`src/rtl/slis_pkg.sv`:
```
// shared types and constants for the stereo line interleave split core
// used by slis_front, slis_queue, slis_back and the top level
package slis_pkg;

    // command codes carried in s_tuser
    localparam logic CMD_SAMPLE = 1'b0;
    localparam logic CMD_DRAIN  = 1'b1;

    // configuration register indexes
    localparam int CFG_ADDR_W = 2;
    localparam logic [CFG_ADDR_W-1:0] REG_WIDTH_PIXELS = 2'd0;
    localparam logic [CFG_ADDR_W-1:0] REG_CHANNELS     = 2'd1;
    localparam logic [CFG_ADDR_W-1:0] REG_ORDER        = 2'd2;

    // register widths and reset values
    localparam int WIDTH_PIX_W = 11;
    localparam int CHAN_W      = 3;
    localparam int CFG_DATA_W  = 11;
    localparam logic [WIDTH_PIX_W-1:0] WIDTH_PIX_RST = 11'd640;
    localparam logic [CHAN_W-1:0]      CHAN_RST      = 3'd3;
    localparam int PROD_W = WIDTH_PIX_W + CHAN_W;

    // entries in the queue between front and back
    localparam int QUEUE_DEPTH = 4;
    localparam int QPTR_W      = 2;
    localparam int QCNT_W      = 3;

    // per-item control flags from the front to the back
    typedef struct packed {
        logic is_src;     // source sample: writes the line buffers
        logic emit;       // produces an output item
        logic first_row;  // neighbor comes from row 1 or from the row itself
        logic left_raw;   // left view takes the raw row
        logic last;       // last item of the frame
    } op_ctrl_t;

endpackage

```
`src/rtl/slis_queue.sv`:
```
// short register queue that decouples the front end from the line buffer back end
// depends on slis_pkg for depth constants
module slis_queue import slis_pkg::*; #(
    parameter int WIDTH = 8
) (
    input  logic             aclk,
    input  logic             aresetn,
    input  logic             push,
    input  logic [WIDTH-1:0] push_data,
    output logic             full,
    output logic             q_valid,
    input  logic             pop,
    output logic [WIDTH-1:0] q_data
);

    logic [WIDTH-1:0]  entry_reg [QUEUE_DEPTH];
    logic [QPTR_W-1:0] wr_ptr_reg, rd_ptr_reg;
    logic [QCNT_W-1:0] count_reg, count_next;
    logic              do_pop;

    assign full    = (count_reg == QCNT_W'(QUEUE_DEPTH));
    assign q_valid = (count_reg != '0);
    assign q_data  = entry_reg[rd_ptr_reg];
    assign do_pop  = pop && q_valid;

    always_comb begin
        count_next = count_reg;
        if (push && !do_pop) begin
            count_next = count_reg + QCNT_W'(1);
        end else if (!push && do_pop) begin
            count_next = count_reg - QCNT_W'(1);
        end
    end

    always_ff @(posedge aclk) begin
        if (push) begin
            entry_reg[wr_ptr_reg] <= push_data;
        end
    end

    always_ff @(posedge aclk) begin
        if (!aresetn) begin
            wr_ptr_reg <= '0;
            rd_ptr_reg <= '0;
            count_reg  <= '0;
        end else begin
            if (push) begin
                wr_ptr_reg <= wr_ptr_reg + QPTR_W'(1);
            end
            if (do_pop) begin
                rd_ptr_reg <= rd_ptr_reg + QPTR_W'(1);
            end
            count_reg <= count_next;
        end
    end

    a_no_overflow: assert property (@(posedge aclk) disable iff (!aresetn)
        push |-> (!full || do_pop))
        else $error("push into a full queue");

endmodule

```
`config.mk`:
```
export PLATFORM = sky130hd
export DESIGN_NAME = slis_queue
export DESIGN_NICKNAME = d
export VERILOG_FILES = /design/src/rtl/slis_pkg.sv /design/src/rtl/slis_queue.sv
export SDC_FILE = /design/constraint.sdc
export NUM_CORES = 1
export LEC_CHECK = 0
export ABC_AREA = 1
export BUFFER_PORTS_ARGS = -buffer_cell sky130_fd_sc_hd__buf_2
export CAP_MARGIN = 20
export CORE_ASPECT_RATIO = 0.5
export CORE_MARGIN = 5
export CORE_UTILIZATION = 49
export CTS_CLUSTER_SIZE = 12
export DETAILED_ROUTE_END_ITERATION = 16
export PLACE_DENSITY = 0.74
export SLEW_MARGIN = 25
export SYNTH_ARGS = -nofsm -noshare
export SYNTH_HDL_FRONTEND = slang
export SYNTH_SLANG_ARGS = --single-unit
```
`constraint.sdc`:
```
create_clock -name aclk -period 2 [get_ports aclk]
set_input_delay 0.1 -clock aclk [delete_from_list [all_inputs] [get_ports aclk]]
set_output_delay 0.1 -clock aclk [all_outputs]
set_load 0.02 [all_outputs]
```
==> flow_metrics.env <==
export IMPL_cts_buffers=5
export IMPL_synthAdderAreaFrac_pct=4.974
export IMPL_cp_slowest_cell="fa_1"
export IMPL_io_pins=22
export IMPL_post_cts_repair_setup_buffers=0
export IMPL_pwr_share_comb_pct=27.7
export IMPL_ir_worst_vdd_uv=711.2
export IMPL_tightest_slew_ps=350.8
export IMPL_crit_fanout=4
export IMPL_hold_viol=0
export IMPL_multiInputGateArea_um2=436.7
export IMPL_power_frac_seq_pct=45.8
export IMPL_vias_per_cell=5.155
export IMPL_period_needed_ps=1740
export IMPL_drive_above_1_share_pct=20.36
export IMPL_start_kind="flip-flop"
export IMPL_power_mw=2.332
export IMPL_yosysSeqAreaShare_pct=68.73
export IMPL_final_max_slew_violation_count=0
export IMPL_synth_top_family_by_area="compound AO/OA/AOI/OAI gates"
export IMPL_grt_pass1_wl_um=4305
export IMPL_area_growth_pct=14.85
export IMPL_route_detailed_drc=0
export IMPL_diodes=0
export IMPL_num_vias=1067
export IMPL_fin_skew_ps=5.713
export IMPL_fp_coreArea_um2=3118
export IMPL_antenna_found_initial=0
export IMPL_synth_simple_area_share_pct=9.872
export IMPL_leakage_nw=0.7625
export IMPL_cp_cell_sequence="nor2_1 -> nand2_1 -> nand2_2 -> ha_1 -> inv_1 -> fa_1 -> nand2_1 -> nand3_1 -> nand2_1 -> nand2_1 -> nor2_1"
export IMPL_ctsHoldBuffers=0
export IMPL_gr_total_overflow=0
export IMPL_cts_resized=0
export IMPL_yosys_warnings=0
export IMPL_seq_area_um2=1141
export IMPL_synthMuxAreaShare_pct=0
export IMPL_gr_usage_met1_pct=12.76
export IMPL_grt_max_degree=17
export IMPL_grt_pass1_vias=998
export IMPL_rows=14
export IMPL_fmax_mhz=574.9
export IMPL_cts_root_buf="clkbuf_8"
export IMPL_track_usage_pct=12.23
export IMPL_setup_viol=0
export IMPL_start_util_pct=53.25
export IMPL_status="finished, final reports clean"
export IMPL_wire_per_inst_um=12.88
export IMPL_p_sw_share_pct=31.87
export IMPL_powerDensity_nw_per_um2=1223
export IMPL_clk_pin_slew_ps=70
export IMPL_slew_headroom_pct=76.59
export IMPL_timing_final_crit_share_pct=86.98
export IMPL_final_cell_mix="edfxtp_1, nor2_1, buf_2"
export IMPL_mappedNetlistArea_um2=1660
export IMPL_cap_violations=0
export IMPL_synth_compound_area_share_pct=10.93
export IMPL_met2_usage_pct=21.49
export IMPL_dieHeight_um=51.16
export IMPL_firstDrtPassIters=4
export IMPL_place_hpwl_um=1877
export IMPL_largest_reg_flops=32
export IMPL_gr_usage_met3_pct=5.718
export IMPL_p_switching_mw=0.7434
export IMPL_p_int_mw=1.589
export IMPL_fin_nets=184
export IMPL_nFillCells=254
export IMPL_tns_ps=0
export IMPL_avgSynthCellArea_um2=11.94
export IMPL_die_x_um=92.32
export IMPL_ant_nets=0
export IMPL_worstPathRequired_ps=2220
export IMPL_htree_num_levels=2
export IMPL_power_frac_clock_pct=26.5
export IMPL_critPathKind="reg2reg"
export IMPL_initialDrtViolationCount=61
export IMPL_arrival_ps=1960
export IMPL_portBuffers=21
export IMPL_die_area_um2=4723
export IMPL_syn_num_nets=157
export IMPL_clock_sinks=41
export IMPL_busiest_layer="met2"
export IMPL_synth_cell_types=19
export IMPL_synth_cells=139
export IMPL_rsz0062_at_grt="false"
export IMPL_critPathMaxStageDelay_ps=390
export IMPL_synth_xor_area_share_pct=0.5275
export IMPL_cts_tree="built"
export IMPL_hold_class="in2reg"
export IMPL_synth_seq_cells=41
export IMPL_end_kind="flip-flop"
export IMPL_insertion_delay_ps=280
export IMPL_clockBufferDepth=2
export IMPL_crit_top_cell="nand2_1"
export IMPL_place_gp_congestion=0.8425
export IMPL_finalWirelength_um=2667
export IMPL_final_common_cell="edfxtp_1"
## synthesized netlist by cell type
cell type  count  share of area, %
inv_2          1              0.23
dfxtp_1        9                11
ha_1           5               3.8
nor3_1         1              0.30
o21ai_2        3               1.6
nand2_1       14               3.2
nand3_1        3              0.90
a21oi_1        5               1.5
xor2_1         1              0.53
nand2_2        1              0.38
o21ai_1        1              0.30
o21ai_0       15               4.5
o22ai_1        8               3.0
nor2_1        21               4.7
nor2_2         1              0.38
inv_1         15               3.4
buf_6          2               1.4
edfxtp_1      32                58
fa_1           1               1.2
## cell type report
cell class	instances	area share (%)
Tap cell	40	2.625
Inverter	16	3.150
Timing Repair Buffer	22	5.906
Clock inverter	2	1.772
Multi-Input combinational cell	80	22.90
Clock buffer	6	3.806
Sequential cell	41	59.84
## worst max-delay path, delay by kind of cell, from the launching register on
family | cells | cell delay, ps
buffers and inverters | 1 | 70
and+or+nand+nor | 8 | 700
DFF | 1 | 350
adders and majority gates | 2 | 560
## path summary, 6_finish.rpt
check | startpoint | endpoint | slack (ps) | depth (start not counted)
max reg2reg | count_reg[1] | count_reg[2] | 260 | 11
max | count_reg[1] | count_reg[2] | 260 | 11
min reg2reg | rd_ptr_reg[0] | flip-flop | 500 | 2
min | push_data[3] | entry_reg[3][3] | 20 | 1
## routing by layer
metal | routed length [um] | vias to the layer above | part of all wire (%)
met3 | 156 | 6 | 5.8
met4 | 53 | 0 | 2.0
met1 | 1146 | 509 | 43
li1 | - | 532 | -
met2 | 1312 | 20 | 49
met5 | 0 | - | 0
## logic make-up after synthesis
kind of cell,Yosys count
AOI/OAI and AO/OA,32
buffers and inverters,18
DFF,41
adders and majority gates,6
and+or+nand+nor,41
xor gates and xnor gates,1
## power by group through the flow
stage / Clock, mW / Combinational [mW] / Sequential [mW]
floorplan: 0 / 0.485 / 1.07
global placement: 0 / 0.630 / 1.08
detailed placement: 0 / 0.648 / 1.09
CTS: 0.633 / 0.654 / 1.07
global route: 0.683 / 0.724 / 1.08
finish: 0.619 / 0.646 / 1.07
## stage by stage
step                instances  instance area (um2)  hold WS [ps]  utilization [%]  setup slack [ps]
detailed placement        199                 1800         316.7            57.74             278.4
global placement          199                 1800         312.2            57.74             339.5
global route              207                 1907         9.757            61.16             64.98
CTS                       207                 1907         16.05            61.16             257.3
finish                    207                 1907         23.43            61.16             260.5
floorplan                 139                 1660         198.9                -             279.9
No activity file was read; power rests on OpenSTA's default activity.
