$ cat src/rtl/slis_pkg.sv
// shared types and constants for the stereo line interleave split core
// used by slis_front, slis_queue, slis_back and the top level
package slis_pkg;

    // command codes carried in s_tuser
    localparam logic CMD_SAMPLE = 1'b0;
    localparam logic CMD_DRAIN  = 1'b1;

    // configuration register indexes
    localparam int CFG_ADDR_W = 2;
    localparam logic [CFG_ADDR_W-1:0] REG_WIDTH_PIXELS = 2'd0;
    localparam logic [CFG_ADDR_W-1:0] REG_CHANNELS     = 2'd1;
    localparam logic [CFG_ADDR_W-1:0] REG_ORDER        = 2'd2;

    // register widths and reset values
    localparam int WIDTH_PIX_W = 11;
    localparam int CHAN_W      = 3;
    localparam int CFG_DATA_W  = 11;
    localparam logic [WIDTH_PIX_W-1:0] WIDTH_PIX_RST = 11'd640;
    localparam logic [CHAN_W-1:0]      CHAN_RST      = 3'd3;
    localparam int PROD_W = WIDTH_PIX_W + CHAN_W;

    // entries in the queue between front and back
    localparam int QUEUE_DEPTH = 4;
    localparam int QPTR_W      = 2;
    localparam int QCNT_W      = 3;

    // per-item control flags from the front to the back
    typedef struct packed {
        logic is_src;     // source sample: writes the line buffers
        logic emit;       // produces an output item
        logic first_row;  // neighbor comes from row 1 or from the row itself
        logic left_raw;   // left view takes the raw row
        logic last;       // last item of the frame
    } op_ctrl_t;

endpackage

$ cat src/rtl/slis_front.sv
// front end: config registers, row/column/drain counters and item classification
// depends on slis_pkg; feeds operations into slis_queue
module slis_front import slis_pkg::*; #(
    parameter int MAX_ROW_SAMPLES = 4096,
    parameter int SAMPLE_BITS     = 8,
    parameter int MAX_ROWS        = 4096
) (
    input  logic                              aclk,
    input  logic                              aresetn,
    input  logic                              cfg_we,
    input  logic [CFG_ADDR_W-1:0]             cfg_addr,
    input  logic [CFG_DATA_W-1:0]             cfg_wdata,
    input  logic                              s_tvalid,
    output logic                              s_tready,
    input  logic                              s_cmd,
    input  logic [SAMPLE_BITS-1:0]            s_sample,
    input  logic                              q_full,
    output logic                              push,
    output op_ctrl_t                          push_ctrl,
    output logic [$clog2(MAX_ROW_SAMPLES)-1:0] push_idx,
    output logic [SAMPLE_BITS-1:0]            push_sample,
    output logic [$clog2(MAX_ROWS)-1:0]       push_row
);

    localparam int IW = $clog2(MAX_ROW_SAMPLES);
    localparam int RW = $clog2(MAX_ROWS);
    localparam int LW = $clog2(MAX_ROW_SAMPLES + 1);

    logic [WIDTH_PIX_W-1:0] width_reg;
    logic [CHAN_W-1:0]      chan_reg;
    logic                   order_reg;
    logic [LW-1:0]          row_len;
    logic [PROD_W-1:0]      prod;

    logic [IW-1:0] col_reg, col_next;
    logic [IW-1:0] drain_reg, drain_next;
    logic [RW-1:0] row_reg, row_next;
    logic          odd_reg, odd_next;

    logic          accept;
    logic          col_wrap;
    logic          drain_end;

    always_ff @(posedge aclk) begin
        if (!aresetn) begin
            width_reg <= WIDTH_PIX_RST;
            chan_reg  <= CHAN_RST;
            order_reg <= 1'b0;
        end else begin
            if (cfg_we) begin
                unique case (cfg_addr)
                    REG_WIDTH_PIXELS: width_reg <= cfg_wdata[WIDTH_PIX_W-1:0];
                    REG_CHANNELS:     chan_reg  <= cfg_wdata[CHAN_W-1:0];
                    REG_ORDER:        order_reg <= cfg_wdata[0];
                    default:          ;
                endcase
            end
        end
    end

    // row length follows the registers directly, so an item right after a write sees it
    assign prod = PROD_W'(width_reg) * PROD_W'(chan_reg);

    always_comb begin
        if (32'(prod) > MAX_ROW_SAMPLES) begin
            row_len = LW'(MAX_ROW_SAMPLES);
        end else if (prod == '0) begin
            row_len = LW'(1);
        end else begin
            row_len = LW'(prod);
        end
    end

    assign s_tready  = aresetn && !q_full;
    assign accept    = s_tvalid && s_tready;
    assign col_wrap  = (LW'(col_reg) + LW'(1)) >= row_len;
    assign drain_end = (LW'(drain_reg) + LW'(1)) >= row_len;

    always_comb begin
        col_next    = col_reg;
        drain_next  = drain_reg;
        row_next    = row_reg;
        odd_next    = odd_reg;
        push        = 1'b0;
        push_ctrl   = '0;
        push_idx    = col_reg;
        push_sample = s_sample;
        push_row    = row_reg - RW'(1);
        push_ctrl.left_raw  = ((!odd_reg) == order_reg);
        push_ctrl.first_row = (row_reg == RW'(1));
        if (accept) begin
            if (s_cmd == CMD_SAMPLE) begin
                push             = 1'b1;
                push_ctrl.is_src = 1'b1;
                push_ctrl.emit   = (row_reg != '0);
                drain_next       = '0;
                if (col_wrap) begin
                    col_next = '0;
                    odd_next = !odd_reg;
                    if (row_reg < RW'(MAX_ROWS - 1)) begin
                        row_next = row_reg + RW'(1);
                    end
                end else begin
                    col_next = col_reg + IW'(1);
                end
            end else if (col_reg == '0 && row_reg != '0) begin
                // drain step: replay the final row against the row above it
                push           = 1'b1;
                push_ctrl.emit = 1'b1;
                push_idx       = drain_reg;
                if (drain_end) begin
                    push_ctrl.last = 1'b1;
                    drain_next     = '0;
                    col_next       = '0;
                    row_next       = '0;
                    odd_next       = 1'b0;
                end else begin
                    drain_next = drain_reg + IW'(1);
                end
            end
        end
    end

    always_ff @(posedge aclk) begin
        if (!aresetn) begin
            col_reg   <= '0;
            drain_reg <= '0;
            row_reg   <= '0;
            odd_reg   <= 1'b0;
        end else begin
            col_reg   <= col_next;
            drain_reg <= drain_next;
            row_reg   <= row_next;
            odd_reg   <= odd_next;
        end
    end

    a_drain_at_row_start: assert property (@(posedge aclk) disable iff (!aresetn)
        drain_reg != '0 |-> (col_reg == '0 && row_reg != '0))
        else $error("drain in progress outside a row boundary");

    a_frame_end_clears: assert property (@(posedge aclk) disable iff (!aresetn)
        push && push_ctrl.last |=> (row_reg == '0 && drain_reg == '0 && !odd_reg))
        else $error("counters not cleared after last item of frame");

    a_source_queued: assert property (@(posedge aclk) disable iff (!aresetn)
        accept && s_cmd == CMD_SAMPLE |-> (push && push_ctrl.is_src))
        else $error("source item not queued");

endmodule

$ cat config.mk
export PLATFORM = sky130hd
export DESIGN_NAME = slis_front
export DESIGN_NICKNAME = d
export VERILOG_FILES = /design/src/rtl/slis_pkg.sv /design/src/rtl/slis_front.sv
export SDC_FILE = /design/constraint.sdc
export NUM_CORES = 1
export LEC_CHECK = 0
export BUFFER_PORTS_ARGS = -buffer_cell sky130_fd_sc_hd__clkbuf_2
export CORE_ASPECT_RATIO = 0.9
export CORE_MARGIN = 10
export CORE_UTILIZATION = 55
export DETAILED_ROUTE_END_ITERATION = 12
export PLACE_DENSITY = 0.8
export SLEW_MARGIN = 10
export SYNTH_ARGS = -nofsm -noshare
export SYNTH_HDL_FRONTEND = slang
export SYNTH_SLANG_ARGS = --single-unit
$ cat constraint.sdc
create_clock -name aclk -period 12.3 [get_ports aclk]
set_input_delay 2.46 -clock aclk [delete_from_list [all_inputs] [get_ports aclk]]
set_output_delay 2.46 -clock aclk [all_outputs]
set_load 0.02 [all_outputs]
==> results of run 1 <==
cell usage in the layout (no fill, tap or decap), types with 3 or more instances in the layout:
cell       count
and2_1        34
a22oi_1        6
a31oi_1        3
clkbuf_8       5
o2bb2ai_1      4
nor3_1        15
o31a_1         3
ha_1          46
nor3b_1        5
mux2i_1        6
a21o_1        18
clkbuf_2      49
nand2b_1       8
a211oi_1       4
nor2b_1       17
and3_1        11
or2_2          5
inv_1         12
a21oi_1        9
xnor2_1       17
or3_1          3
o21ai_0       23
a22o_1         6
nor2_1        25
o2111ai_1      3
o21a_1         5
dfxtp_1       52
nand3b_1       9
nand4_1        5
o21ai_1        8
a21boi_0      13
fa_1          10
xor2_1        19
o211ai_1       3
nand3_1       31
buf_4          3
nand2_1       77
nor4_1        12
Yosys cell counts (4+ instances only):
master	count	area, um^2
nor2b_1	17	106
nand3b_1	9	67.6
xor2_1	19	166
and3_1	11	68.8
buf_4	8	60.1
o21ai_1	8	40.0
nor4_1	12	75.1
buf_2	4	20.0
o21ai_0	23	115
a211oi_1	4	30.0
a21oi_1	9	45.0
dfxtp_1	52	1040
ha_1	46	576
nor2_1	25	93.8
nor3b_1	5	37.5
buf_1	4	15.0
inv_1	12	45.0
nand2b_1	8	50.1
a22oi_1	6	45.0
clkbuf_1	28	105
nor3_1	15	75.1
a21o_1	18	135
nand2_1	77	289
fa_1	10	200
or2_2	5	31.3
and2_1	34	213
o2bb2ai_1	4	35.0
xnor2_1	17	149
o21a_1	5	37.5
a22o_1	6	52.6
a21boi_0	13	97.6
nand4_1	5	31.3
nand3_1	31	155
mux2i_1	6	60.1
cell type report:
cell class / count / area, um^2 / area share, %
Sequential cell: 52 / 1040 / 20.3
Tap cell: 119 / 149 / 2.90
Clock buffer: 5 / 68.8 / 1.34
Multi-Input combinational cell: 499 / 3540 / 69.0
Timing Repair Buffer: 52 / 268 / 5.21
Inverter: 13 / 48.8 / 0.950
Clock inverter: 3 / 18.8 / 0.365
per-layer routing:
layer  up-vias  part of all wire, %  track usage [%]
li1       2180                    -                -
met1      2126                   46             22.7
met2       102                   48             30.2
met3        13                  4.8             3.00
met4         0                  1.2             4.62
met5         -                    0                0
report_power, final:
group	switching, mW	internal, mW
combinational	0.0431	0.0290
sequential	0.00264	0.170
clock	0.0633	0.0400
cells by family after synthesis:
kind of cell               after synthesis  synth area share, %
and+or+nand+nor                        271                 30.0
AOI/OAI and AO/OA                      130                 19.2
buffers and inverters                   59                 5.59
adders and majority gates               56                 16.0
DFF                                     52                 21.4
xor gates and xnor gates                36                 6.49
muxes                                    6                 1.24
worst min-delay path: cells and delay by family, from the launching register on:
kind	cells	cell delay, ps
DFF	1	340
and+or+nand+nor	1	60
AOI/OAI and AO/OA	1	60
final timing paths:
| check | cells after the start | startpoint | end | slack [ps] |
|---|---|---|---|---|
| hold / removal | 2 | width_reg[5] | width_reg[5] | 500 |
| setup reg to reg | 18 | chan_reg[1] | col_reg[4] | 6240 |
| setup / recovery | 18 | chan_reg[1] | push_ctrl[0] | 4170 |
| hold reg to reg | 2 | width_reg[5] | width_reg[5] | 500 |
stage by stage:
stage	cells	hold slack (ps)
global route	743	525
floorplan	610	456
CTS	743	504
detailed placement	735	488
finish	743	502
global placement	735	478
==> flow_summary.toml, run 1 <==
[finish]
num_antenna_cells = 0
drive_above_1_share_pct = 13.5
area_growth_pct = 5.80
final_cell_area_mm2 = 0.00514
nets = 706
fill_cells = 770
finish.utilization_pct = 59.7

[clocking]
post_cts_buffers = 0
cts.sinks = 52
cts_hold_buf = 0
path_clk_slew_ps = 100
tritoncts = "yes"
clk_latency_ps = 310
cts_resized = 0
clockRootBuffer = "clkbuf_8"
clockBufferDepth = 2
cts_htree_levels = 2
cts_inserted_buffers = 5

[logic_synthesis]
synth_seq_area_share_pct = 21.4
synth-edff-count = 0
synth_cells = 610
ys_types = 71
yosys_warnings = 0
synthesis.nets = 693
ys.flop_type = "dfxtp_1"
synth_area_mm2 = 0.00485
syn_avg_cell_area_um2 = 7.96
ys_ff_latch = 52
ys_async_sr_fraction_pct = 0

[timing]
fin_crit_ps = 8130
rsz0062_at_grt = "false"
setup_slack_ps = 4170
fin_setup_tns_ps = 0
hold_viol = 0
tightestPinTransition_ps = 1220
drv_slew = 0
fin_crit_sh_pct = 66.1
fmax_ghz = 0.123
skew_ps = 6.51
setup_viol = 0
maxSlewHeadroom_pct = 18.7

[routing]
wirelength_um = 11600
drtIter0Drc = 258
drc = 0
vias = 4421
drtPass1Iterations = 5
ant_nets = 0
wl_per_cell_um = 15.6
viasPerCell = 5.95

[global_routing]
track_usage_pct = 17.7
grt_pass1_wl_um = 19900
overflow = 0
antenna_found_initial = 0
grt_pass1_vias = 4260
grt_max_degree = 60

[worst_setup_path]
crit_top_cell = "a21o_1"
cpMaxStageDelayCell = "a2111oi_0"
path_cells = "and2_1, fa_1, ha_1, a21o_1, o21bai_2, a311o_1, a2111oi_2, o2111ai_1, o21ai_1, nand2_1, ha_1, a21o_1, a21o_1, a2111oi_0, o22ai_2, nor2_1, nor2_1, clkbuf_2"
crit_path_end_kind = "output pin"
cp-start-kind = "flip-flop"
crit_buf_inv = 1
cp.required_ps = 9840
crit_family = "compound AO/OA/AOI/OAI gates"
critPathMaxStageDelay_ps = 590
cp.arrival_ps = 5670
crit_type = "flip-flop to output pin"
worst-path-max-fanout = 12

[floorplanning]
die_y_um = 109
ios = 66
core_mm2 = 0.00861
rows = 32
die_w_um = 119
dieArea_mm2 = 0.0130
start_util_pct = 56.4

[place]
place_area_mm2 = 0.00505
pre_cts_slack_ps = 4610
io_buffers = 49
gp_congestion = 0.902
dpl.hpwl_um = 9030

[worst_hold_path]
min_path_type = "flip-flop to flip-flop"

[job]
max-cap-violations = 0

[pwr]
total_power_mw = 0.348
peakVddDrop_mv = 0.0397
power_density_mw_per_mm2 = 67.8
power.leakage_nw = 2.32

[run_status]
status = "finished clean"
Power figures use the tool's default switching activity.
==> run 2, diff against run 1 <==
--- a/config.mk
+++ b/config.mk
@@ -8,7 +8,7 @@
 export BUFFER_PORTS_ARGS = -buffer_cell sky130_fd_sc_hd__clkbuf_2
 export CORE_ASPECT_RATIO = 0.9
 export CORE_MARGIN = 10
-export CORE_UTILIZATION = 55
+export CORE_UTILIZATION = 53
 export DETAILED_ROUTE_END_ITERATION = 12
 export PLACE_DENSITY = 0.8
 export SLEW_MARGIN = 10
==> constraint.sdc (replaced) <==
create_clock -name aclk -period 6.9 [get_ports aclk]
set_input_delay 1.38 -clock aclk [delete_from_list [all_inputs] [get_ports aclk]]
set_output_delay 1.38 -clock aclk [all_outputs]
set_load 0.02 [all_outputs]
==> run 2 against run 1 <==
Net effect: die area increased by 3.1%; register-to-register slack got worse by 5100 ps; first-iteration DRC count increased by 17%; largest power group unchanged; critical path type unchanged; sequential power increased by 78%; highest routed layer unchanged; clock skew about the same; routed wire length increased by 1.3%; critical endpoint unchanged.
==> flow_summary.toml, run 2 (synthesized netlist as in run 1, its figures left out) <==
[finish]
layout_commonest_cell = "nand2_1"
final_cell_area_mm2 = 0.00518
area_growth_pct = 6.70
drive_above_1_share_pct = 14.6
num_antenna_cells = 0
layout_common_cells = "77 x nand2_1, 49 x dfxtp_1, 49 x clkbuf_2"
fill_cells = 812
fin_cells = 746
nets = 707

[timing]
fin_setup_tns_ps = 0
rsz0062_at_grt = "false"
fin_crit_ps = 6570
fmax_ghz = 0.152
maxSlewHeadroom_pct = 20.3
skew_ps = 6.95
setup_slack_ps = 332
setup_viol = 0
fin_crit_sh_pct = 95.2
drv_slew = 0
hold_viol = 0
tightestPinTransition_ps = 1190

[clocking]
cts_hold_buf = 0
cts_inserted_buffers = 5
clockBufferDepth = 2
cts_htree_levels = 2
cts.sinks = 52
clockRootBuffer = "clkbuf_8"
path_clk_slew_ps = 100
clk_latency_ps = 310
tritoncts = "yes"

[worst_setup_path]
worst-path-max-fanout = 12
crit_type = "flip-flop to output pin"
cp.required_ps = 5520
cp-start-kind = "flip-flop"
crit_path_end_kind = "output pin"
cp.arrival_ps = 5190

[pwr]
peakVddDrop_mv = 0.0675
total_power_mw = 0.629
power_density_mw_per_mm2 = 121
power.leakage_nw = 2.33

[floorplanning]
core_mm2 = 0.00904
start_util_pct = 53.7
die_w_um = 121
die_y_um = 111
dieArea_mm2 = 0.0134
rows = 33
ios = 66

[routing]
drtIter0Drc = 303
wirelength_um = 11800
wl_per_cell_um = 15.8
viasPerCell = 5.90
drc = 0
drtPass1Iterations = 5
ant_nets = 0
vias = 4401

[place]
io_buffers = 49
pre_cts_slack_ps = 297
gp_congestion = 0.927
place_area_mm2 = 0.00505
dpl.hpwl_um = 9000
place_inst = 738

[global_routing]
overflow = 0
grt_max_degree = 60
grt_pass1_vias = 4263
grt_pass1_wl_um = 19600
antenna_found_initial = 0
track_usage_pct = 16.7

[job]
max-cap-violations = 0

[run_status]
status = "finished clean"

[worst_hold_path]
min_path_type = "flip-flop to flip-flop"
run 2: critical path, cell delays in order, from the launching register on:
cell and delay (ps):
dfxtp_2 380, and2_1 190, fa_1 480, ha_1 370
a21o_1 190, o21bai_2 220, a311o_1 400, a2111oi_2 360
o2111ai_1 210, o21ai_2 220, buf_4 170, nand3_1 110
ha_1 210, a21o_1 170, a21o_1 200, a2111oi_2 470
o22ai_4 180, nor2_1 120, nor2_1 60, clkbuf_2 170
run 2: layout make-up:
cell class / instances / area [um^2] / area share [%]
clock buffers: 6 / 82.6 / 1.59
flip-flops and latches: 52 / 1040 / 20.2
well taps: 122 / 153 / 2.95
clock inverters: 1 / 8.76 / 0.169
multi-input cells: 499 / 3570 / 68.9
inverters: 13 / 48.8 / 0.942
repair buffers: 53 / 275 / 5.31
run 2: per-stage QoR:
| step | util [%] | hold slack, ps |
|---|---|---|
| 2_1_floorplan | - | 456 |
| 3_3_place_gp | 55.9 | 478 |
| 3_5_place_dp | 55.9 | 489 |
| 4_1_cts | 56.9 | 503 |
| 5_1_grt | 57.3 | 524 |
| 6_report | 57.3 | 499 |
run 2: final timing paths:
path                startpoint           end  slack [ps]  cells after the start
setup / recovery   chan_reg[2]  push_ctrl[0]         330                     19
hold / removal    width_reg[5]  width_reg[5]         500                      2
setup reg to reg   chan_reg[2]    col_reg[2]        1180                     20
hold reg to reg   width_reg[5]  width_reg[5]         500                      2
run 2: repair_timing:
action,in CTS,in global routing
pin swaps,0,1
gates resized for setup,1,8
buffers inserted,0,1
setup endpoints to repair,1,1
run 2: layer usage:
layer	vias up	track usage, %	routed length (um)
met2	121	28.8	5600
met1	2081	21.3	5470
met5	-	0	0
met4	0	3.30	127
met3	15	2.49	591
li1	2184	-	-
run 2: where the power goes:
group | internal (mW) | switching, mW | total (mW)
combinational | 0.0529 | 0.0781 | 0.131
clock | 0.0805 | 0.109 | 0.189
sequential | 0.304 | 0.00464 | 0.308
total | 0.437 | 0.192 | 0.629
